### src/rtl/rpc_pkg.sv
// Shared types, constants and elaboration-time functions of the rectangular/polar converter.
package rpc_pkg;

    // Action codes
    localparam logic [1:0] ACT_RECT  = 2'd0;
    localparam logic [1:0] ACT_POLAR = 2'd1;

    // Extra coordinate bits above the fraction: 17-bit results plus CORDIC growth
    localparam int XW_MARGIN  = 19;
    // Square root lane: radicand x*x+y*y stays below 2^32
    localparam int SQ_W       = 32;
    localparam int SQRT_STEPS = 16;
    // Signed 16-bit operand times 33-bit signed inverse gain
    localparam int PROD_W     = 49;
    // Angle word inside the CORDIC, 2^31 = pi
    localparam int ZW         = 32;

    // round(atan(2^-i) * 2^31 / pi)
    localparam logic [ZW-1:0] ATAN_TAB [32] = '{
        32'd536870912, 32'd316933406, 32'd167458907, 32'd85004756,
        32'd42667331,  32'd21354465,  32'd10679838,  32'd5340245,
        32'd2670163,   32'd1335087,   32'd667544,    32'd333772,
        32'd166886,    32'd83443,     32'd41722,     32'd20861,
        32'd10430,     32'd5215,      32'd2608,      32'd1304,
        32'd652,       32'd326,       32'd163,       32'd81,
        32'd41,        32'd20,        32'd10,        32'd5,
        32'd3,         32'd1,         32'd1,         32'd0
    };

    typedef struct packed {
        logic       valid;
        logic [1:0] act;
        logic       origin;
    } ctrl_t;

    // Floor square root of a 64-bit value, bit by bit
    function automatic logic [63:0] isqrt64(logic [63:0] n);
        logic [63:0] r;
        logic [63:0] rem;
        logic [63:0] b;
        r   = '0;
        rem = n;
        b   = 64'h4000_0000_0000_0000;
        for (int k = 0; k < 32; k++) begin
            if (rem >= r + b) begin
                rem = rem - (r + b);
                r   = (r >> 1) + b;
            end
            else begin
                r = r >> 1;
            end
            b = b >> 2;
        end
        return r;
    endfunction

    // Inverse CORDIC gain in Q32; long division done by shift and subtract
    function automatic logic [31:0] inv_gain_q32(int iters);
        logic [63:0] p;
        logic [63:0] g;
        logic [63:0] num;
        logic [63:0] rem;
        logic [63:0] q;
        p = 64'h1000_0000_0000_0000;
        for (int i = 0; i < 32; i++) begin
            if (i < iters) begin
                p = p + (p >> (2 * i));
            end
        end
        g = isqrt64(p);
        if (g == 64'd0) begin
            g = 64'd1;
        end
        num = 64'h4000_0000_0000_0000 + (g >> 1);
        rem = '0;
        q   = '0;
        for (int k = 0; k < 64; k++) begin
            rem = {rem[62:0], num[63]};
            num = num << 1;
            if (rem >= g) begin
                rem = rem - g;
                q   = {q[62:0], 1'b1};
            end
            else begin
                q = {q[62:0], 1'b0};
            end
        end
        return q[31:0];
    endfunction

endpackage

### src/rtl/rpc_prep.sv
// Front end: operand squares and gain product, then CORDIC start vector and radicand.
module rpc_prep #(
    parameter int DATA_WIDTH = 16,
    parameter int ITERATIONS = 16
) (
    input  logic                                          clk,
    input  logic                                          rst_n,
    input  logic                                          in_valid,
    input  logic [1:0]                                    action,
    input  logic signed [15:0]                            first_operand,
    input  logic signed [15:0]                            second_operand,
    output rpc_pkg::ctrl_t                                ctrl,
    output logic signed [DATA_WIDTH+rpc_pkg::XW_MARGIN-1:0] x,
    output logic signed [DATA_WIDTH+rpc_pkg::XW_MARGIN-1:0] y,
    output logic [rpc_pkg::ZW-1:0]                        z,
    output logic [rpc_pkg::SQ_W-1:0]                      rem,
    output logic [rpc_pkg::SQ_W-1:0]                      root
);
    import rpc_pkg::*;

    localparam int XW = DATA_WIDTH + XW_MARGIN;
    localparam logic [31:0] INV_GAIN = inv_gain_q32(ITERATIONS);

    // stage 0
    logic                     valid0_reg;
    logic [1:0]               act0_reg;
    logic signed [15:0]       a0_reg;
    logic signed [15:0]       b0_reg;
    logic [SQ_W-1:0]          sqa0_reg;
    logic [SQ_W-1:0]          sqb0_reg;
    logic signed [PROD_W-1:0] prod0_reg;
    logic signed [31:0]       sqa_next;
    logic signed [31:0]       sqb_next;
    logic signed [PROD_W-1:0] prod_next;

    // stage 1
    ctrl_t                    ctrl1_reg;
    ctrl_t                    ctrl1_next;
    logic signed [XW-1:0]     x1_reg;
    logic signed [XW-1:0]     x1_next;
    logic signed [XW-1:0]     y1_reg;
    logic signed [XW-1:0]     y1_next;
    logic [ZW-1:0]            z1_reg;
    logic [ZW-1:0]            z1_next;
    logic [SQ_W-1:0]          rem1_reg;
    logic [SQ_W-1:0]          rem1_next;

    logic signed [XW-1:0]     ax;
    logic signed [XW-1:0]     bx;
    logic                     flip;
    logic signed [PROD_W-1:0] pr;
    logic signed [PROD_W-1:0] psh;

    assign sqa_next  = first_operand * first_operand;
    assign sqb_next  = second_operand * second_operand;
    assign prod_next = first_operand * $signed({1'b0, INV_GAIN});

    always_ff @(posedge clk or negedge rst_n)
    begin
        if (!rst_n)
        begin
            valid0_reg <= 1'b0;
            act0_reg   <= ACT_RECT;
        end
        else
        begin
            valid0_reg <= in_valid;
            act0_reg   <= action;
        end
    end

    always_ff @(posedge clk)
    begin
        a0_reg    <= first_operand;
        b0_reg    <= second_operand;
        sqa0_reg  <= SQ_W'(unsigned'(sqa_next));
        sqb0_reg  <= SQ_W'(unsigned'(sqb_next));
        prod0_reg <= prod_next;
    end

    always_comb
    begin
        ax   = $signed({{(XW-16){a0_reg[15]}}, a0_reg}) <<< DATA_WIDTH;
        bx   = $signed({{(XW-16){b0_reg[15]}}, b0_reg}) <<< DATA_WIDTH;
        // angle beyond a quarter turn: turn by pi, negate r
        flip = (b0_reg > 16'sd16384) || (b0_reg < -16'sd16384);
        pr   = flip ? -prod0_reg : prod0_reg;
        psh  = pr >>> (32 - DATA_WIDTH);

        rem1_next         = sqa0_reg + sqb0_reg;
        ctrl1_next.valid  = valid0_reg;
        ctrl1_next.act    = act0_reg;
        ctrl1_next.origin = (a0_reg == 16'sd0) && (b0_reg == 16'sd0);

        unique case (act0_reg)
            ACT_POLAR:
            begin
                x1_next = XW'(psh);
                y1_next = '0;
                z1_next = {b0_reg[15] ^ flip, b0_reg[14:0], 16'h0000};
            end
            default:
            begin
                // left half plane: start turned by pi
                if (a0_reg[15])
                begin
                    x1_next = -ax;
                    y1_next = -bx;
                    z1_next = 32'h8000_0000;
                end
                else
                begin
                    x1_next = ax;
                    y1_next = bx;
                    z1_next = '0;
                end
            end
        endcase
    end

    always_ff @(posedge clk or negedge rst_n)
    begin
        if (!rst_n)
        begin
            ctrl1_reg <= '0;
        end
        else
        begin
            ctrl1_reg <= ctrl1_next;
        end
    end

    always_ff @(posedge clk)
    begin
        x1_reg   <= x1_next;
        y1_reg   <= y1_next;
        z1_reg   <= z1_next;
        rem1_reg <= rem1_next;
    end

    assign ctrl = ctrl1_reg;
    assign x    = x1_reg;
    assign y    = y1_reg;
    assign z    = z1_reg;
    assign rem  = rem1_reg;
    assign root = '0;

endmodule

### config.mk
export PLATFORM = sky130hd
export DESIGN_NAME = rpc_prep
export DESIGN_NICKNAME = d
export VERILOG_FILES = /design/src/rtl/rpc_pkg.sv /design/src/rtl/rpc_prep.sv
export SDC_FILE = /design/constraint.sdc
export NUM_CORES = 2
export LEC_CHECK = 0
export BUFFER_PORTS_ARGS = -buffer_cell sky130_fd_sc_hd__buf_2
export CORE_ASPECT_RATIO = 0.75
export CORE_MARGIN = 5
export CORE_UTILIZATION = 55
export CTS_BUF_LIST = sky130_fd_sc_hd__clkbuf_2
export CTS_CLUSTER_DIAMETER = 40
export DETAILED_ROUTE_END_ITERATION = 7
export GPL_TIMING_DRIVEN = 0
export PLACE_DENSITY = 0.7
export SLEW_MARGIN = 20
export SYNTH_ARGS = -nofsm -noshare
export SYNTH_HDL_FRONTEND = slang
export SYNTH_SLANG_ARGS = --single-unit
### constraint.sdc
create_clock -name clk -period 3.9 [get_ports clk]
set_clock_uncertainty 0.15 [all_clocks]
set_input_delay 0.39 -clock clk [delete_from_list [all_inputs] [get_ports clk]]
set_output_delay 0.39 -clock clk [all_outputs]
set_load 0.02 [all_outputs]
==> results.sh <==
export IMPL_outcome="complete, but fails checks"
export IMPL_violations="negative setup slack"
export IMPL_finalWeightedCongestion=0.954
export IMPL_dieArea_um2=69200
export IMPL_cap_viol_max_count=0
export IMPL_slew_viol_final=0
export IMPL_instances_no_fill=5200
export IMPL_coreArea_um2=63500
export IMPL_clkTransAtPathRegs_ns=0.10
export IMPL_drt_first_pass_iters=7
export IMPL_vias=26900
export IMPL_wirelength_mm=97.1
export IMPL_fin_nets=5376
export IMPL_place_area_um2=38500
export IMPL_cts_max_level=3
export IMPL_grt_usage_pct=28.1
export IMPL_antenna_left=0
export IMPL_worst_ep_required_time_ns=4.58
export IMPL_final_common_cell="inv_1"
export IMPL_n_fill_cell=4693
export IMPL_cp_max_fo=5
export IMPL_synth_ff_latch_count=247
export IMPL_cts_tree="yes"
export IMPL_postSynth_asyncResetShare_pct=2.83
export IMPL_cts_root_buffer="clkbuf_2"
export IMPL_drt_iter0_drc=1787
export IMPL_max_slew_margin_pct=49.8
export IMPL_wire_per_inst_um=18.7
export IMPL_fmax_mhz=179
export IMPL_die_y_um=229
export IMPL_layout_setup_ws_ns=-1.69
export IMPL_insertion_delay_ns=1.00
export IMPL_synth_edff_count=0
export IMPL_initial_core_util_pct=55.4
export IMPL_ios=207
export IMPL_hold_violations=0
export IMPL_setup_viol_count_final=78
export IMPL_grt_max_degree=19
export IMPL_antenna_found_initial=5
export IMPL_area_growth_pct=25.8
export IMPL_end_kind="register"
export IMPL_grt_pass1_wl_mm=152
export IMPL_post_place_ws_ns=-3.29
export IMPL_fin_util_pct=69.8
export IMPL_finish_instance_area_um2=44300
export IMPL_cts_buffers=67
export IMPL_hpwl_mm=72.1
export IMPL_yosysWarningCount=0
export IMPL_grt_ovfl_total=0
export IMPL_dp_cells=4763
export IMPL_rsz0062_at_grt="yes"
export IMPL_syn_avg_cell_area_um2=9.52
export IMPL_ys_types=71
export IMPL_vias_per_cell=5.17
export IMPL_ys_seq_area_share_pct=14.2
export IMPL_drc=0
export IMPL_worst_pin_slew_ns=0.746
export IMPL_portBuffers=142
export IMPL_layout_common_cells="inv_1 (915), fa_1 (628), ha_1 (313)"
export IMPL_register_area_um2=4980
export IMPL_cts_buffer_depth=3
export IMPL_die_w_um=302
export IMPL_grt_pass1_vias=28000
export IMPL_fin_crit_ns=5.59
export IMPL_fp_row_count=80
export IMPL_final_layout_size_suffix_gt1_share_pct=24.6
export IMPL_synth_ff_type="dfxtp_1"
export IMPL_worstSetupPathType="in2reg"
export IMPL_synthCells=3697
export IMPL_post_route_period_util_pct=143
export IMPL_start_kind="input pin"
export IMPL_min_path_type="in2reg"
export IMPL_critical_path_arrival_ns=6.27
export IMPL_largest_register_ffs=46
export IMPL_multiInputGateArea_um2=28300
export IMPL_syn_area_um2=35200
export IMPL_clock_sinks=247
cell type report:
cell class / instances / area share, %
Sequential cell: 247 / 11.2
Multi-Input combinational cell: 2381 / 63.9
Buffer: 123 / 3.05
Inverter: 1004 / 8.65
Clock inverter: 22 / 0.331
Tap cell: 861 / 2.43
Antenna cell: 2 / 0.0113
Timing Repair Buffer: 468 / 9.33
Clock buffer: 92 / 1.04
kinds of logic (layout without fill, tap and decap cells):
family	count (synthesis)	count (layout)	share of synthesized area, %
XOR/XNOR	196	196	4.88
flip-flops	247	247	14.2
AND/OR/NAND/NOR	652	652	9.00
adder cells (fa/ha/maj)	1047	1047	51.5
multiplexers	8	8	0.274
other	1	66	0.0107
AO/OA/AOI/OAI	414	414	7.44
buffers and inverters	1132	1709	12.8
cells in the mapped netlist, types with 10 or more instances:
master    count  area, um^2
o21ai_0      95         475
clkbuf_1     58         218
nand3_1      31         155
buf_4        64         480
nor3_1       21         105
inv_1      1002        3760
o21bai_1     16         120
xor2_1       75         657
a21oi_1     128         641
a31oi_1      10        62.6
o31ai_1      18         135
nor2_1      164         616
dfxtp_1     240        4800
a211oi_1     11        82.6
xnor2_1     121        1060
or3_1        17         106
nand4_1      10        62.6
nand2b_1     35         219
ha_1        380        4750
o21a_1       14         105
and2_1      101         632
fa_1        667       13400
a21o_1       59         443
nor2b_1      22         138
or2_2        16         100
and3_1       15        93.8
nand2_1     193         724
worst max-delay path: stages:
cell and delay, ns:
buf_12 0.12, buf_6 0.11, and2_4 0.13, fa_1 0.54, inv_2 0.04, fa_1 0.54, inv_2 0.04, fa_1 0.47
inv_1 0.05, fa_1 0.51, inv_2 0.04, fa_1 0.49, fa_1 0.54, ha_4 0.30, buf_4 0.10, buf_4 0.11
nand3_2 0.08, or2_4 0.25, o21ai_4 0.15, nand3_2 0.16, a21o_1 0.26, a211o_1 0.33, a31oi_2 0.20, o21ai_1 0.11
a21oi_1 0.13, a31oi_1 0.06
what timing repair did:
action,in CTS,in global routing
pin swaps,201,153
cloned,1,0
buffers inserted,196,78
hold buffers,64,1
endpoints found under the setup margin,83,91
endpoints found under the hold margin,55,2
gates resized for setup,376,192
layer usage:
layer / vias to the layer above / global-route usage, % / routed length (um)
li1: 12300 / - / -
met1: 13300 / 38.7 / 40600
met2: 1062 / 42.0 / 42800
met3: 217 / 10.1 / 10600
met4: 4 / 8.09 / 3020
met5: - / 1.47 / 28
final timing paths:
check / start / cells after the start / endpoint / slack, ns
setup / recovery: second_operand[1] / 26 / sqb0_reg[31] / -1.69
hold / removal: second_operand[0] / 4 / sqb0_reg[3] / 0.1
setup reg to reg: prod0_reg[15] / 11 / x[32] / 0.25
hold reg to reg: valid0_reg / 0 / ctrl[3] / 0.22
max in group asynchronous: rst_n / 3 / act0_reg[1] / 3.11
min in group asynchronous: rst_n / 3 / act0_reg[0] / 0.25
through the flow:
stage / TNS [ns] / hold WS (ns)
6_report: -89.11 / 0.0982
5_1_grt: -93.12 / 0.0111
4_1_cts: -66.32 / 0.0118
3_5_place_dp: -211.71 / 0.0756
3_3_place_gp: -209.23 / 0.0732
2_1_floorplan: -113.49 / -0.0556
Power is not shown: default switching activity piles up to over one toggle a cycle in this logic, so the estimate is an artifact.
