File: src/rtl/rpc_pkg.sv
// Shared types, constants and elaboration-time functions of the rectangular/polar converter.
package rpc_pkg;

    // Action codes
    localparam logic [1:0] ACT_RECT  = 2'd0;
    localparam logic [1:0] ACT_POLAR = 2'd1;

    // Extra coordinate bits above the fraction: 17-bit results plus CORDIC growth
    localparam int XW_MARGIN  = 19;
    // Square root lane: radicand x*x+y*y stays below 2^32
    localparam int SQ_W       = 32;
    localparam int SQRT_STEPS = 16;
    // Signed 16-bit operand times 33-bit signed inverse gain
    localparam int PROD_W     = 49;
    // Angle word inside the CORDIC, 2^31 = pi
    localparam int ZW         = 32;

    // round(atan(2^-i) * 2^31 / pi)
    localparam logic [ZW-1:0] ATAN_TAB [32] = '{
        32'd536870912, 32'd316933406, 32'd167458907, 32'd85004756,
        32'd42667331,  32'd21354465,  32'd10679838,  32'd5340245,
        32'd2670163,   32'd1335087,   32'd667544,    32'd333772,
        32'd166886,    32'd83443,     32'd41722,     32'd20861,
        32'd10430,     32'd5215,      32'd2608,      32'd1304,
        32'd652,       32'd326,       32'd163,       32'd81,
        32'd41,        32'd20,        32'd10,        32'd5,
        32'd3,         32'd1,         32'd1,         32'd0
    };

    typedef struct packed {
        logic       valid;
        logic [1:0] act;
        logic       origin;
    } ctrl_t;

    // Floor square root of a 64-bit value, bit by bit
    function automatic logic [63:0] isqrt64(logic [63:0] n);
        logic [63:0] r;
        logic [63:0] rem;
        logic [63:0] b;
        r   = '0;
        rem = n;
        b   = 64'h4000_0000_0000_0000;
        for (int k = 0; k < 32; k++) begin
            if (rem >= r + b) begin
                rem = rem - (r + b);
                r   = (r >> 1) + b;
            end
            else begin
                r = r >> 1;
            end
            b = b >> 2;
        end
        return r;
    endfunction

    // Inverse CORDIC gain in Q32; long division done by shift and subtract
    function automatic logic [31:0] inv_gain_q32(int iters);
        logic [63:0] p;
        logic [63:0] g;
        logic [63:0] num;
        logic [63:0] rem;
        logic [63:0] q;
        p = 64'h1000_0000_0000_0000;
        for (int i = 0; i < 32; i++) begin
            if (i < iters) begin
                p = p + (p >> (2 * i));
            end
        end
        g = isqrt64(p);
        if (g == 64'd0) begin
            g = 64'd1;
        end
        num = 64'h4000_0000_0000_0000 + (g >> 1);
        rem = '0;
        q   = '0;
        for (int k = 0; k < 64; k++) begin
            rem = {rem[62:0], num[63]};
            num = num << 1;
            if (rem >= g) begin
                rem = rem - g;
                q   = {q[62:0], 1'b1};
            end
            else begin
                q = {q[62:0], 1'b0};
            end
        end
        return q[31:0];
    endfunction

endpackage

File: src/rtl/rpc_stage.sv
// One pipeline stage: a CORDIC micro-rotation and one square root digit step, each a pass-through past its lane.
module rpc_stage #(
    parameter int DATA_WIDTH = 16,
    parameter int ITERATIONS = 16,
    parameter int STAGE      = 0
) (
    input  logic                                          clk,
    input  logic                                          rst_n,
    input  rpc_pkg::ctrl_t                                ctrl_in,
    input  logic signed [DATA_WIDTH+rpc_pkg::XW_MARGIN-1:0] x_in,
    input  logic signed [DATA_WIDTH+rpc_pkg::XW_MARGIN-1:0] y_in,
    input  logic [rpc_pkg::ZW-1:0]                        z_in,
    input  logic [rpc_pkg::SQ_W-1:0]                      rem_in,
    input  logic [rpc_pkg::SQ_W-1:0]                      root_in,
    output rpc_pkg::ctrl_t                                ctrl_out,
    output logic signed [DATA_WIDTH+rpc_pkg::XW_MARGIN-1:0] x_out,
    output logic signed [DATA_WIDTH+rpc_pkg::XW_MARGIN-1:0] y_out,
    output logic [rpc_pkg::ZW-1:0]                        z_out,
    output logic [rpc_pkg::SQ_W-1:0]                      rem_out,
    output logic [rpc_pkg::SQ_W-1:0]                      root_out
);
    import rpc_pkg::*;

    localparam int XW = DATA_WIDTH + XW_MARGIN;

    ctrl_t                ctrl_reg;
    logic signed [XW-1:0] x_reg;
    logic signed [XW-1:0] x_next;
    logic signed [XW-1:0] y_reg;
    logic signed [XW-1:0] y_next;
    logic [ZW-1:0]        z_reg;
    logic [ZW-1:0]        z_next;
    logic [SQ_W-1:0]      rem_reg;
    logic [SQ_W-1:0]      rem_next;
    logic [SQ_W-1:0]      root_reg;
    logic [SQ_W-1:0]      root_next;

    generate
        if (STAGE < ITERATIONS)
        begin : g_rot
            logic signed [XW-1:0] xs;
            logic signed [XW-1:0] ys;
            logic                 plus;

            always_comb
            begin
                xs = x_in >>> STAGE;
                ys = y_in >>> STAGE;
                // vectoring steers by sign of y, rotation by sign of z
                plus = (ctrl_in.act == ACT_RECT) ? !y_in[XW-1] : z_in[ZW-1];
                if (plus)
                begin
                    x_next = x_in + ys;
                    y_next = y_in - xs;
                    z_next = z_in + ATAN_TAB[STAGE];
                end
                else
                begin
                    x_next = x_in - ys;
                    y_next = y_in + xs;
                    z_next = z_in - ATAN_TAB[STAGE];
                end
            end
        end
        else
        begin : g_rot_pass
            assign x_next = x_in;
            assign y_next = y_in;
            assign z_next = z_in;
        end

        if (STAGE < SQRT_STEPS)
        begin : g_sqrt
            localparam logic [SQ_W-1:0] SQ_BIT = SQ_W'(1) << (30 - 2 * STAGE);
            logic [SQ_W-1:0] trial;

            always_comb
            begin
                trial = root_in + SQ_BIT;
                if (rem_in >= trial)
                begin
                    rem_next  = rem_in - trial;
                    root_next = (root_in >> 1) + SQ_BIT;
                end
                else
                begin
                    rem_next  = rem_in;
                    root_next = root_in >> 1;
                end
            end
        end
        else
        begin : g_sqrt_pass
            assign rem_next  = rem_in;
            assign root_next = root_in;
        end
    endgenerate

    always_ff @(posedge clk or negedge rst_n)
    begin
        if (!rst_n)
        begin
            ctrl_reg <= '0;
        end
        else
        begin
            ctrl_reg <= ctrl_in;
        end
    end

    always_ff @(posedge clk)
    begin
        x_reg    <= x_next;
        y_reg    <= y_next;
        z_reg    <= z_next;
        rem_reg  <= rem_next;
        root_reg <= root_next;
    end

    assign ctrl_out = ctrl_reg;
    assign x_out    = x_reg;
    assign y_out    = y_reg;
    assign z_out    = z_reg;
    assign rem_out  = rem_reg;
    assign root_out = root_reg;

endmodule

File: config.mk
export PLATFORM = sky130hd
export DESIGN_NAME = rpc_stage
export DESIGN_NICKNAME = d
export VERILOG_FILES = /design/src/rtl/rpc_pkg.sv /design/src/rtl/rpc_stage.sv
export SDC_FILE = /design/constraint.sdc
export NUM_CORES = 1
export LEC_CHECK = 0
export BUFFER_PORTS_ARGS = -buffer_cell sky130_fd_sc_hd__buf_2
export CELL_PAD_IN_SITES_DETAIL_PLACEMENT = 1
export CELL_PAD_IN_SITES_GLOBAL_PLACEMENT = 1
export CORE_MARGIN = 5
export CORE_UTILIZATION = 26
export CTS_CLUSTER_SIZE = 28
export DETAILED_ROUTE_END_ITERATION = 8
export PLACE_DENSITY_LB_ADDON = 0.1
export SETUP_SLACK_MARGIN = 0.4
export SLEW_MARGIN = 10
export SYNTH_ARGS = -nofsm -noshare
export SYNTH_HDL_FRONTEND = slang
export SYNTH_SLANG_ARGS = --single-unit
File: constraint.sdc
create_clock -name clk -period 0.8 [get_ports clk]
set_input_delay 0.16 -clock clk [delete_from_list [all_inputs] [get_ports clk]]
set_output_delay 0.16 -clock clk [all_outputs]
set_load 0.05 [all_outputs]
==> reports/qor.csv <==
stage,metric,value,unit
outcome,status,"complete, but fails checks",
outcome,failed_checks,"hold timing, setup timing",
sta,maxSlewViolCount,0,
global_route,gr-usage-all-layers,0.234,
global_route,grt_pass1_vias,15300,
sta,fin_crit,2.35,ns
global_route,grt-ovfl-total,0,
floorplan,die_h,220,um
logic_synthesis,synth_seq_area_share,0.296,
drt,drcViolationCount,0,
drt,wl,61600,um
drt,drt_pre_antenna_iters,5,
pwr,ir_worst_vdd,1.28,mV
global_route,grt_max_degree,19,
finish,fin_util,0.536,
logic_synthesis,syn-cell-area,0.0115,mm^2
pwr,power,44.8,mW
setup_path,crit_fanout,5,
sta,whs,-0.219,ns
logic_synthesis,mappedNetlistNets,1728,
finish,areaGrowthSynthToFinish,105,%
sta,fin_crit_sh,2.94,
setup_path,cp.required,1.18,ns
setup_path,start_kind,input pin,
placement,portBuffers,341,
sta,rsz0062_at_grt,yes,
clock_tree,htree_levels,4,
floorplan,core_area,0.0440,mm^2
min_path,hold_class,input pin to flip-flop,
drt,wl_met3,2650,um
logic_synthesis,async_flop_share,0.0237,
job,maxCapViolCount,0,
clock_tree,tritoncts,yes,
setup_path,crit_type,input pin to flip-flop,
global_route,antenna_found_initial,9,
finish,fin_nets,2607,
clock_tree,clk_pin_slew_worst_paths,0.08,ns
drt,wl_per_cell,21.2,um
pwr,leakage,11.3,nW
pwr,power_density,1900,mW/mm^2
drt,ant_nets,0,
clock_tree,cts.sink_count,169,
placement,place.gp.congestion,0.871,
global_route,grt_pass1_wl,87700,um
logic_synthesis,syn_avg_cell_area,8.13,um^2
drt,routed.top_layer,met5,
logic_synthesis,synth_edf_count,0,
sta,fin_ws,-1.55,ns
setup_path,arrival,2.74,ns
clock_tree,cts_hold_buf,54,
logic_synthesis,netlist_instances,1415,
floorplan,io-pin-count,342,
placement,dpl.hpwl,43600,um
drt,vias,14000,
drt,routedLengthMet1,24800,um
sta,fin_setup_tns,-186.26,ns
sta,hold_viol,73,
logic_synthesis,synthFlopType,dfxtp_1,
clock_tree,numCtsBuffers,17,
sta,setup_viol,274,
clock_tree,clockRootBuffer,clkbuf_16,
floorplan,dieWidth,220,um
clock_tree,cts_buffer_depth,2,
drt,drt-vias-per-instance,4.80,
logic_synthesis,yosysWarnings,0,
finish,n_fill_cell,4864,
floorplan,initial_core_util,0.261,
min_path,hold_depth,1,
min_path,hold_path.startpoint,root_in[24],
logic_synthesis,yosysUniqueCellTypes,74,
drt,dr_wl_met2,32600,um
sta,max_slew_margin,0.612,
finish,final_layout_size_suffix_gt1_frac,0.595,
setup_path,crit_path_end_kind,flip-flop,
placement,post-place-ws,-2.32,ns
sta,tightest_slew,0.576,ns
sta,fmax,425,MHz
floorplan,num_rows,77,
logic_synthesis,ys_ff_latch,169,
min_path,hold_path_end,root_out[23]$_DFF_P_,
floorplan,die_area,0.0486,mm^2
drt,drt-initial-drc-count,584,
## synth_stat cells (all sizes together), types with 13 or more instances
| cell type | number | area (um^2) |
|---|---|---|
| o211ai | 13 | 103 |
| o21ai | 115 | 576 |
| ha | 136 | 1700 |
| o21bai | 29 | 218 |
| nand3 | 13 | 65.1 |
| a21o | 40 | 300 |
| nand2b | 19 | 119 |
| buf | 22 | 153 |
| mux2i | 13 | 130 |
| nand4 | 20 | 125 |
| nor2b | 17 | 106 |
| nand2 | 88 | 330 |
| or3 | 14 | 87.6 |
| a21oi | 149 | 746 |
| inv | 149 | 559 |
| clkbuf | 33 | 124 |
| a211oi | 17 | 128 |
| dfxtp | 165 | 3300 |
| xnor2 | 72 | 631 |
| o31ai | 13 | 97.6 |
| nor3 | 21 | 105 |
| nor2 | 102 | 383 |
| xor2 | 25 | 219 |
## through the flow
stage / instance area (um^2) / hold WS [ns] / instances
after global placement: 18200 / -0.0354 / 2749
after floorplan: 12600 / -0.136 / 1415
after CTS: 22600 / -0.239 / 2872
after global routing: 23600 / -0.242 / 2904
final: 23600 / -0.219 / 2906
after detailed placement: 18200 / -0.0284 / 2749
## repair_timing
action	4_1_cts	5_1_grt
setup buffers	31	27
cloned	6	0
pin swaps	132	76
endpoints found under the setup margin	274	312
hold endpoints to repair	103	79
gates resized for setup	824	181
## worst max-delay path by stage
| stage | from | end | slack (ns) | cells after the start |
|---|---|---|---|---|
| after floorplan | root_in[25] | rem_out[12]$_DFF_P_ | -1.66 | 11 |
| after global placement | root_in[4] | rem_out[27]$_DFF_P_ | -2.32 | 15 |
| after detailed placement | root_in[4] | rem_out[27]$_DFF_P_ | -2.32 | 15 |
| after CTS | y_in[0] | x_out[34]$_DFF_P_ | -1.53 | 14 |
| after global routing | y_in[0] | x_out[34]$_DFF_P_ | -1.68 | 14 |
| final | root_in[25] | rem_out[12]$_DFF_P_ | -1.55 | 13 |
## state kept, by name, summed over array words and instances, names as in the netlist
| register | count |
|---|---|
| y_out | 35 |
| z_out | 32 |
| x_out | 34 |
| root_out | 32 |
| rem_out | 32 |
| ctrl_out | 4 |
## metal layers
layer,vias to the layer above,global-route usage
li1,6672,-
met1,6900,0.274
met2,293,0.435
met3,91,0.0383
met4,6,0.0766
met5,-,0
## where the power goes
group	internal, mW	switching, mW
logic	11.3	13.3
clock network	4.31	4.38
registers	10.3	1.15
total	26.0	18.8
## area by class of cell
class	count	area, um^2	area share
antenna	7	17.5	0.000743
inverter	152	656	0.0278
sequential	169	3880	0.164
multi-input combinational	1039	9200	0.390
tap	592	741	0.0314
clock inverter	13	123	0.00520
timing repair buffer	915	8520	0.361
clock buffer	19	454	0.0193
## worst max-delay path, stage by stage
cell and delay (ns):
buf_12 0.10, inv_12 0.03, ha_4 0.23, a21o_1 0.18, a21o_1 0.17, a21o_1 0.19
a2111oi_4 0.32, nor3_2 0.09, or3_4 0.35, o221ai_4 0.31, buf_6 0.16, buf_12 0.14
mux2_4 0.30
## logic make-up (layout without fill, tap and decap cells)
group / count (synthesis) / after routing / share of synthesized area
compound gates: 459 / 459 / 0.253
simple gates: 327 / 327 / 0.134
buf+inv: 207 / 1099 / 0.0736
flops: 169 / 169 / 0.296
fa+ha+maj: 141 / 141 / 0.157
xor+xnor: 97 / 97 / 0.0738
mux: 15 / 15 / 0.0133
other cells: 0 / 7 / 0
## layout by cell type (no fill, tap or decap), types with 20 or more instances in the layout
cell type       instances
buf_4                 460
buf_8                 162
buf_2                 156
inv_1                 129
a21oi_1               113
dfxtp_4               108
ha_1                  107
nor2_1                 84
xnor2_1                57
nand2_1                56
buf_6                  56
dfxtp_2                56
o21ai_0                43
o21ai_2                41
a21o_1                 39
dlymetal6s4s_1         38
a21oi_2                29
o21bai_1               26
xor2_1                 25
o21ai_1                24
ha_4                   24
buf_12                 21
nand4_1                20
No activity file was read; power rests on OpenSTA's default activity.
