===== src/rtl/rpc_pkg.sv =====
// Shared types, constants and elaboration-time functions of the rectangular/polar converter.
package rpc_pkg;

    // Action codes
    localparam logic [1:0] ACT_RECT  = 2'd0;
    localparam logic [1:0] ACT_POLAR = 2'd1;

    // Extra coordinate bits above the fraction: 17-bit results plus CORDIC growth
    localparam int XW_MARGIN  = 19;
    // Square root lane: radicand x*x+y*y stays below 2^32
    localparam int SQ_W       = 32;
    localparam int SQRT_STEPS = 16;
    // Signed 16-bit operand times 33-bit signed inverse gain
    localparam int PROD_W     = 49;
    // Angle word inside the CORDIC, 2^31 = pi
    localparam int ZW         = 32;

    // round(atan(2^-i) * 2^31 / pi)
    localparam logic [ZW-1:0] ATAN_TAB [32] = '{
        32'd536870912, 32'd316933406, 32'd167458907, 32'd85004756,
        32'd42667331,  32'd21354465,  32'd10679838,  32'd5340245,
        32'd2670163,   32'd1335087,   32'd667544,    32'd333772,
        32'd166886,    32'd83443,     32'd41722,     32'd20861,
        32'd10430,     32'd5215,      32'd2608,      32'd1304,
        32'd652,       32'd326,       32'd163,       32'd81,
        32'd41,        32'd20,        32'd10,        32'd5,
        32'd3,         32'd1,         32'd1,         32'd0
    };

    typedef struct packed {
        logic       valid;
        logic [1:0] act;
        logic       origin;
    } ctrl_t;

    // Floor square root of a 64-bit value, bit by bit
    function automatic logic [63:0] isqrt64(logic [63:0] n);
        logic [63:0] r;
        logic [63:0] rem;
        logic [63:0] b;
        r   = '0;
        rem = n;
        b   = 64'h4000_0000_0000_0000;
        for (int k = 0; k < 32; k++) begin
            if (rem >= r + b) begin
                rem = rem - (r + b);
                r   = (r >> 1) + b;
            end
            else begin
                r = r >> 1;
            end
            b = b >> 2;
        end
        return r;
    endfunction

    // Inverse CORDIC gain in Q32; long division done by shift and subtract
    function automatic logic [31:0] inv_gain_q32(int iters);
        logic [63:0] p;
        logic [63:0] g;
        logic [63:0] num;
        logic [63:0] rem;
        logic [63:0] q;
        p = 64'h1000_0000_0000_0000;
        for (int i = 0; i < 32; i++) begin
            if (i < iters) begin
                p = p + (p >> (2 * i));
            end
        end
        g = isqrt64(p);
        if (g == 64'd0) begin
            g = 64'd1;
        end
        num = 64'h4000_0000_0000_0000 + (g >> 1);
        rem = '0;
        q   = '0;
        for (int k = 0; k < 64; k++) begin
            rem = {rem[62:0], num[63]};
            num = num << 1;
            if (rem >= g) begin
                rem = rem - g;
                q   = {q[62:0], 1'b1};
            end
            else begin
                q = {q[62:0], 1'b0};
            end
        end
        return q[31:0];
    endfunction

endpackage


===== src/rtl/rpc_post.sv =====
// Back end: rounding of magnitude, angle and coordinates into the result registers.
module rpc_post #(
    parameter int DATA_WIDTH = 16
) (
    input  logic                                          clk,
    input  logic                                          rst_n,
    input  rpc_pkg::ctrl_t                                ctrl,
    input  logic signed [DATA_WIDTH+rpc_pkg::XW_MARGIN-1:0] x,
    input  logic signed [DATA_WIDTH+rpc_pkg::XW_MARGIN-1:0] y,
    input  logic [rpc_pkg::ZW-1:0]                        z,
    input  logic [rpc_pkg::SQ_W-1:0]                      rem,
    input  logic [rpc_pkg::SQ_W-1:0]                      root,
    output logic                                          done,
    output logic signed [16:0]                            first_result,
    output logic signed [16:0]                            second_result,
    output logic                                          mode_error
);
    import rpc_pkg::*;

    localparam int XW = DATA_WIDTH + XW_MARGIN;
    localparam logic signed [XW-1:0] HALF = XW'(1) <<< (DATA_WIDTH - 1);

    logic                 done_reg;
    logic                 done_next;
    logic                 mode_error_reg;
    logic                 mode_error_next;
    logic signed [16:0]   first_reg;
    logic signed [16:0]   first_next;
    logic signed [16:0]   second_reg;
    logic signed [16:0]   second_next;

    logic signed [XW-1:0] xr;
    logic signed [XW-1:0] yr;
    logic [ZW-1:0]        zr;
    logic [15:0]          ang;
    logic signed [16:0]   ang_ext;
    logic [16:0]          mag;

    always_comb
    begin
        xr  = x + HALF;
        yr  = y + HALF;
        zr  = z + 32'h0000_8000;
        ang = zr[31:16];
        // +pi stays positive, everything above reads as negative
        ang_ext = (ang == 16'h8000) ? 17'sd32768 : $signed({ang[15], ang});
        // round half up: remainder beyond root
        mag = root[16:0] + 17'(rem > root);

        done_next       = ctrl.valid;
        mode_error_next = 1'b0;
        unique case (ctrl.act)
            ACT_RECT:
            begin
                first_next  = $signed(mag);
                second_next = ctrl.origin ? 17'sd0 : ang_ext;
            end
            ACT_POLAR:
            begin
                first_next  = xr[DATA_WIDTH+16:DATA_WIDTH];
                second_next = yr[DATA_WIDTH+16:DATA_WIDTH];
            end
            default:
            begin
                first_next      = '0;
                second_next     = '0;
                mode_error_next = ctrl.valid;
            end
        endcase
    end

    always_ff @(posedge clk or negedge rst_n)
    begin
        if (!rst_n)
        begin
            done_reg       <= 1'b0;
            mode_error_reg <= 1'b0;
        end
        else
        begin
            done_reg       <= done_next;
            mode_error_reg <= mode_error_next;
        end
    end

    always_ff @(posedge clk)
    begin
        first_reg  <= first_next;
        second_reg <= second_next;
    end

    assign done          = done_reg;
    assign mode_error    = mode_error_reg;
    assign first_result  = first_reg;
    assign second_result = second_reg;

endmodule


===== config.mk =====
export PLATFORM = sky130hd
export DESIGN_NAME = rpc_post
export DESIGN_NICKNAME = d
export VERILOG_FILES = /design/src/rtl/rpc_pkg.sv /design/src/rtl/rpc_post.sv
export SDC_FILE = /design/constraint.sdc
export NUM_CORES = 1
export LEC_CHECK = 0
export BUFFER_PORTS_ARGS = -buffer_cell sky130_fd_sc_hd__buf_2
export CAP_MARGIN = 20
export CORE_MARGIN = 2
export CORE_UTILIZATION = 45
export DETAILED_ROUTE_END_ITERATION = 8
export GPL_TIMING_DRIVEN = 0
export PLACE_DENSITY = 0.87
export SYNTH_ARGS = -nofsm -noshare
export SYNTH_HDL_FRONTEND = slang
export SYNTH_SLANG_ARGS = --single-unit

===== constraint.sdc =====
create_clock -name clk -period 1 [get_ports clk]
set_input_delay 0.05 -clock clk [delete_from_list [all_inputs] [get_ports clk]]
set_output_delay 0.05 -clock clk [all_outputs]
set_load 0.01 [all_outputs]

==> results.ini, run 1 <==
[status]
status=complete, but fails checks
violations=negative setup slack

[detailed_routing]
ant_nets=0
via_per_inst=5.76
via_count=3971
drt_iter0_drc=249
post_drt_wl_per_cell_um=17.7
firstDrtPassIters=5
drt_wl_total_mm=12.2
drc=0

[place]
io_buffers=153
pre_cts_ws_ps=-2000
dp_hpwl_mm=8.19
placed_cell_area_um2=4310
gp_congestion=0.917

[global_route]
grt_pass1_wl_mm=16.8
grt_pass1_vias=3729
antenna_found_initial=0
grt_max_degree=12
grt_usage=0.269
overflow=0

[clock_tree]
numCtsBuffers=5
clk_path_buf_depth=2
clockRootBuffer=clkbuf_8
cts_tree=done
clock_sinks=36
htreeDepth=2
clkTransAtPathRegs_ps=70

[yosys]
ys.warnings.count=0
synth_area_leader_cell=dfxtp_1
synthMostInstantiatedCell=xnor2_1
ys_ff_latch=36
dominantRegCellSynth=dfxtp_1
ys_seq_area_frac=0.227
synthArstFlopShare=0.0556
synth_top_area_share=0.211
ys_types=43
netlist_instances=410
syn_area_um2=3220
synth_area_leaders=dfxtp_1 (21%), ha_1 (14%), xnor2_1 (10%), xor2_1 (6.8%), nand3_1 (4.4%)
synth_commonest_cells=xnor2_1 (38), ha_1 (37), inv_1 (36), dfxtp_1 (34), nor2_1 (34)
synth_nets=619
synth_edf_count=0
syn_area_per_cell_um2=7.86

[timing]
setup_ws_ps=-1580
worst_pin_slew_ps=619
clock.fmax_ghz=0.388
drv_slew=0
maxSlewHeadroom=0.584
setup_viol=24
whs_ps=65.8
period_needed_ps=2580
fin_crit_sh=2.58
rsz0062_at_grt=yes
finalHoldViolCount=0

[final_layout]
final_area_um2=5120
syn2layout_area_growth_pct=59.0
n_antenna_cell=0
num-nets-final=802
fillCellCount=466
drive_gt1_frac=0.470
regArea_um2=731
multiInputGateArea_um2=2860

[worst_setup_path]
crit_required_ps=1200
worstPathArrival_ps=2780
end_kind=flip-flop
crit_fanout=4
cpMaxStageDelayCell=or4_4
worstPathCellList=buf_2 > inv_2 > ha_1 > nand4_1 > nor3_2 > o21a_1 > o41ai_2 > a21oi_2 > buf_4 > ha_4 > nand2_4 > or4_4 > nor4_4 > xnor2_1 > nor2_2 > a311oi_1
cpPeakStageDelay_ps=530
start_kind=input pin
worstSetupPathType=in -> reg

[power_and_ir_drop]
p_per_area_nw_per_um2=852
vdd_drop_max_mv=0.412
p_leak_nw=2.33

[floorplanning]
coreArea_um2=6870
die_h_um=88.6
ios=208
rows=30
dieWidth_um=88.6
die_area_um2=7850
start_util=0.469

[run]
cap_violations=0

[min_path]
hp-class=in -> async

per-layer routing:
layer	vias up	routed length [um]	share of wire	GRT usage
met4	0	622	0.051	0.127
met5	-	0	0	0
met1	1823	4420	0.36	0.296
met2	261	6230	0.51	0.506
li1	1821	-	-	-
met3	66	951	0.078	0.0373
critical path: cells and delay by family:
kind	cells	cell delay, ps
AOI/OAI and AO/OA	4	630
xor gates and xnor gates	1	170
and+or+nand+nor	6	1180
adders and majority gates	2	410
buffers and inverters	3	340
final timing paths:
kind	start	to	slack [ps]	depth (start not counted)
max	root[8]	first_result[15]	-1580	16
min	rst_n	done	70	2
max in group asynchronous	rst_n	mode_error	830	2
min in group clk	y[20]	second_result[4]	70	3
timing repair:
item	CTS	global route
endpoints found under the hold margin	4	0
resized for setup	41	66
hold buffers	2	0
setup endpoints to repair	25	28
pin swaps	26	26
buffers inserted	15	8
cell type report:
type | instances | area share
Buffer | 12 | 0.0137
Clock buffer | 8 | 0.0195
Tap cell | 96 | 0.0235
Inverter | 36 | 0.0308
Sequential cell | 36 | 0.143
Timing Repair Buffer | 178 | 0.212
Multi-Input combinational cell | 324 | 0.558
through the flow:
| step | total power [mW] | std cells | TNS, ps | utilization |
|---|---|---|---|---|
| after global placement | 2.86 | 659 | -31370 | 0.628 |
| after global routing | 4.54 | 690 | -26640 | 0.746 |
| after floorplan | 2.31 | 410 | -20710 | - |
| final | 4.36 | 690 | -23990 | 0.746 |
| after detailed placement | 2.92 | 659 | -32950 | 0.628 |
| after CTS | 4.14 | 683 | -22900 | 0.688 |
where the power goes:
part	switching [mW]	leakage, nW	internal, mW	total [mW]
sequential	0.0241	0.307	1.53	1.56
clock	0.518	0.0515	0.629	1.15
combinational	0.881	1.97	0.776	1.66
placed cells by master, fill, tap and decap left out, types with 5 or more instances in the layout:
master    instances
nor4_4            7
xor2_1           23
nand3_1          25
a21o_1           10
xnor2_1          31
nand4_1          19
a21oi_1           9
a211oi_2          7
inv_2            10
nand2_1          23
o21ai_0           7
inv_1            22
buf_6            13
buf_4            30
ha_1             18
ha_4             16
and3_1            5
clkbuf_8          7
xnor2_2           7
nor2_1           27
a211oi_1          7
dfxtp_1          34
o22ai_1          13
or3_1             5
o21a_1            5
buf_2           133
logic make-up (layout without fill, tap and decap cells):
logic type,Yosys count,after routing,share of synthesized area
fa+ha+maj,37,37,0.144
compound gates,72,72,0.148
flops,36,36,0.227
xor+xnor,63,63,0.171
simple gates,151,151,0.245
mux,1,1,0.00311
buf+inv,50,234,0.0622
(Power assumes the default switching activity.)
==> inputs of run 2 (changes only) <==
--- a/config.mk
+++ b/config.mk
@@ -16,2 +16,3 @@
 export SYNTH_HDL_FRONTEND = slang
 export SYNTH_SLANG_ARGS = --single-unit
+export TNS_END_PERCENT = 20
==> constraint.sdc (replaced) <==
create_clock -name clk -period 1 [get_ports clk]
set_input_delay 0.05 -clock clk [delete_from_list [all_inputs] [get_ports clk]]
set_output_delay 0.05 -clock clk [all_outputs]
set_load 0.1 [all_outputs]
==> results.ini, run 2 (synthesis results as in run 1) <==
[place]
dp_cells=659  ; unchanged
gp_congestion=0.957  ; +4.4%
dp_hpwl_mm=8.04  ; -1.9%
io_buffers=153  ; unchanged

[min_path]
hp-class=in -> reg
min_from=y[31]

[timing]
setup_viol=23  ; -4.2%
clock.fmax_ghz=0.387  ; -0.27%
setup_ws_ps=-1590  ; -7.04 ps
rsz0062_at_grt=yes
period_needed_ps=2590  ; +7.04 ps
finalHoldViolCount=0  ; unchanged
worst_pin_slew_ps=471  ; -147 ps
maxSlewHeadroom=0.686  ; +0.101
fin_crit_sh=2.59  ; +0.00704
drv_slew=0  ; unchanged

[worst_setup_path]
start_kind=input pin
worstSetupPathType=in -> reg
worstPathArrival_ps=2770  ; about the same
crit_required_ps=1190  ; about the same
cp-startpoint=root[12]
end_kind=flip-flop
crit_fanout=4  ; unchanged

[detailed_routing]
via_per_inst=5.41  ; -6.0%
post_drt_wl_per_cell_um=15.0  ; -16%
via_count=3677  ; -7.4%
ant_nets=0  ; unchanged
drt_wl_total_mm=10.2  ; -17%
firstDrtPassIters=5  ; unchanged
drc=0  ; unchanged
drt_iter0_drc=155  ; -38%

[final_layout]
n_antenna_cell=0  ; unchanged
num-nets-final=792  ; -1.2%
drive_gt1_frac=0.401  ; -0.0690
final_cells=680  ; -1.4%
mostFrequentLayoutCells=buf_2 (111), buf_4 (51), xnor2_1 (35), dfxtp_1 (34), nor2_1 (29)
final_common_cell=buf_2
fillCellCount=548  ; +18%
syn2layout_area_growth_pct=49.4

[floorplanning]
dieWidth_um=88.6  ; unchanged
rows=30  ; unchanged
start_util=0.469  ; unchanged
die_area_um2=7850  ; unchanged
coreArea_um2=6870  ; unchanged
ios=208  ; unchanged
die_h_um=88.6  ; unchanged

[global_route]
grt_pass1_wl_mm=15.5  ; -7.4%
grt_max_degree=13  ; +1
grt_pass1_vias=3478  ; -6.7%
overflow=0  ; unchanged
grt_usage=0.250  ; -0.0192
antenna_found_initial=0  ; unchanged

[clock_tree]
cts_tree=done
clockRootBuffer=clkbuf_8
clk_path_buf_depth=2  ; unchanged
clock_sinks=36  ; unchanged
clkTransAtPathRegs_ps=70  ; about the same
numCtsBuffers=5  ; unchanged
htreeDepth=2  ; unchanged

[power_and_ir_drop]
p_per_area_nw_per_um2=1050  ; +23%
p_leak_nw=2.13  ; -8.5%
vdd_drop_max_mv=0.557  ; +35%
design_power_total_mw=5.03  ; +15%

[status]
violations=negative setup slack
status=complete, but fails checks

[run]
cap_violations=0  ; unchanged

run 2: cell types whose count changed in the layout (fill, tap and decap cells not counted), moves of 4 or more:
| cell | before | now |
|---|---|---|
| a211oi_2 | 7 | 1 |
| buf_2 | 133 | 111 |
| a211oi_1 | 7 | 13 |
| buf_4 | 30 | 51 |
| buf_6 | 13 | 6 |
| nor4_4 | 7 | 3 |
| xnor2_2 | 7 | 3 |
| xnor2_1 | 31 | 35 |
run 2: power breakdown:
group | internal [mW] | switching (mW)
sequential | 1.54 | 0.0278
combinational | 0.750 | 1.45
clock | 0.737 | 0.532
run 2: area by class of cell:
class / count / area [um^2] / share of cell area
Sequential cell: 36 / 731 / 0.152
Inverter: 36 / 146 / 0.0304
Tap cell: 96 / 120 / 0.0250
Clock buffer: 5 / 68.8 / 0.0143
Multi-Input combinational cell: 324 / 2630 / 0.546
Buffer: 14 / 65.1 / 0.0135
Timing Repair Buffer: 166 / 1010 / 0.210
Clock inverter: 3 / 42.5 / 0.00884
run 2: stage by stage:
| step | utilization | setup TNS [ps] | instance area [um^2] | hold WS [ps] | worst slack [ps] |
|---|---|---|---|---|---|
| 2_1_floorplan | - | -22030 | 3260 | -246 | -1530 |
| 3_3_place_gp | 0.603 | -33350 | 4140 | -166 | -1960 |
| 3_5_place_dp | 0.603 | -35160 | 4140 | -161 | -2080 |
| 4_1_cts | 0.672 | -22170 | 4620 | 56.4 | -1530 |
| 5_1_grt | 0.700 | -26270 | 4810 | 74.5 | -1910 |
| 6_report | 0.700 | -22400 | 4810 | 60.3 | -1590 |
run 2: path summary, 6_finish.rpt:
path                                      to  slack (ps)  depth (start not counted)
max in group asynchronous         mode_error         830                          2
worst min-delay path       second_result[15]          60                          3
worst max-delay path        first_result[16]       -1590                         16
min in group asynchronous               done          80                          2
run 2: worst max-delay path, stage by stage:
cell	delay [ps]
buf_2	130
inv_1	50
ha_1	260
nand4_1	180
nor3_2	190
o21a_1	160
o41ai_2	60
a21oi_2	190
buf_4	150
ha_4	110
nand4_1	160
nor4_4	390
nand4_1	150
xnor2_1	210
nor2_1	90
a211oi_1	250
run 2: repair_timing:
item / CTS / global route
gates cloned: 0 / 0
setup buffers: 8 / 3
resized for setup: 76 / 30
endpoints found under the hold margin: 4 / 0
hold buffers: 2 / 0
pin swaps: 35 / 15
endpoints found under the setup margin: 61 / 33
run 2: routing by layer:
layer  up-vias  share of wire  GRT usage
met1      1656           0.40      0.301
met3        34          0.063     0.0326
met5         -              0          0
met4         0          0.028     0.0771
li1       1803              -          -
met2       184           0.51      0.459
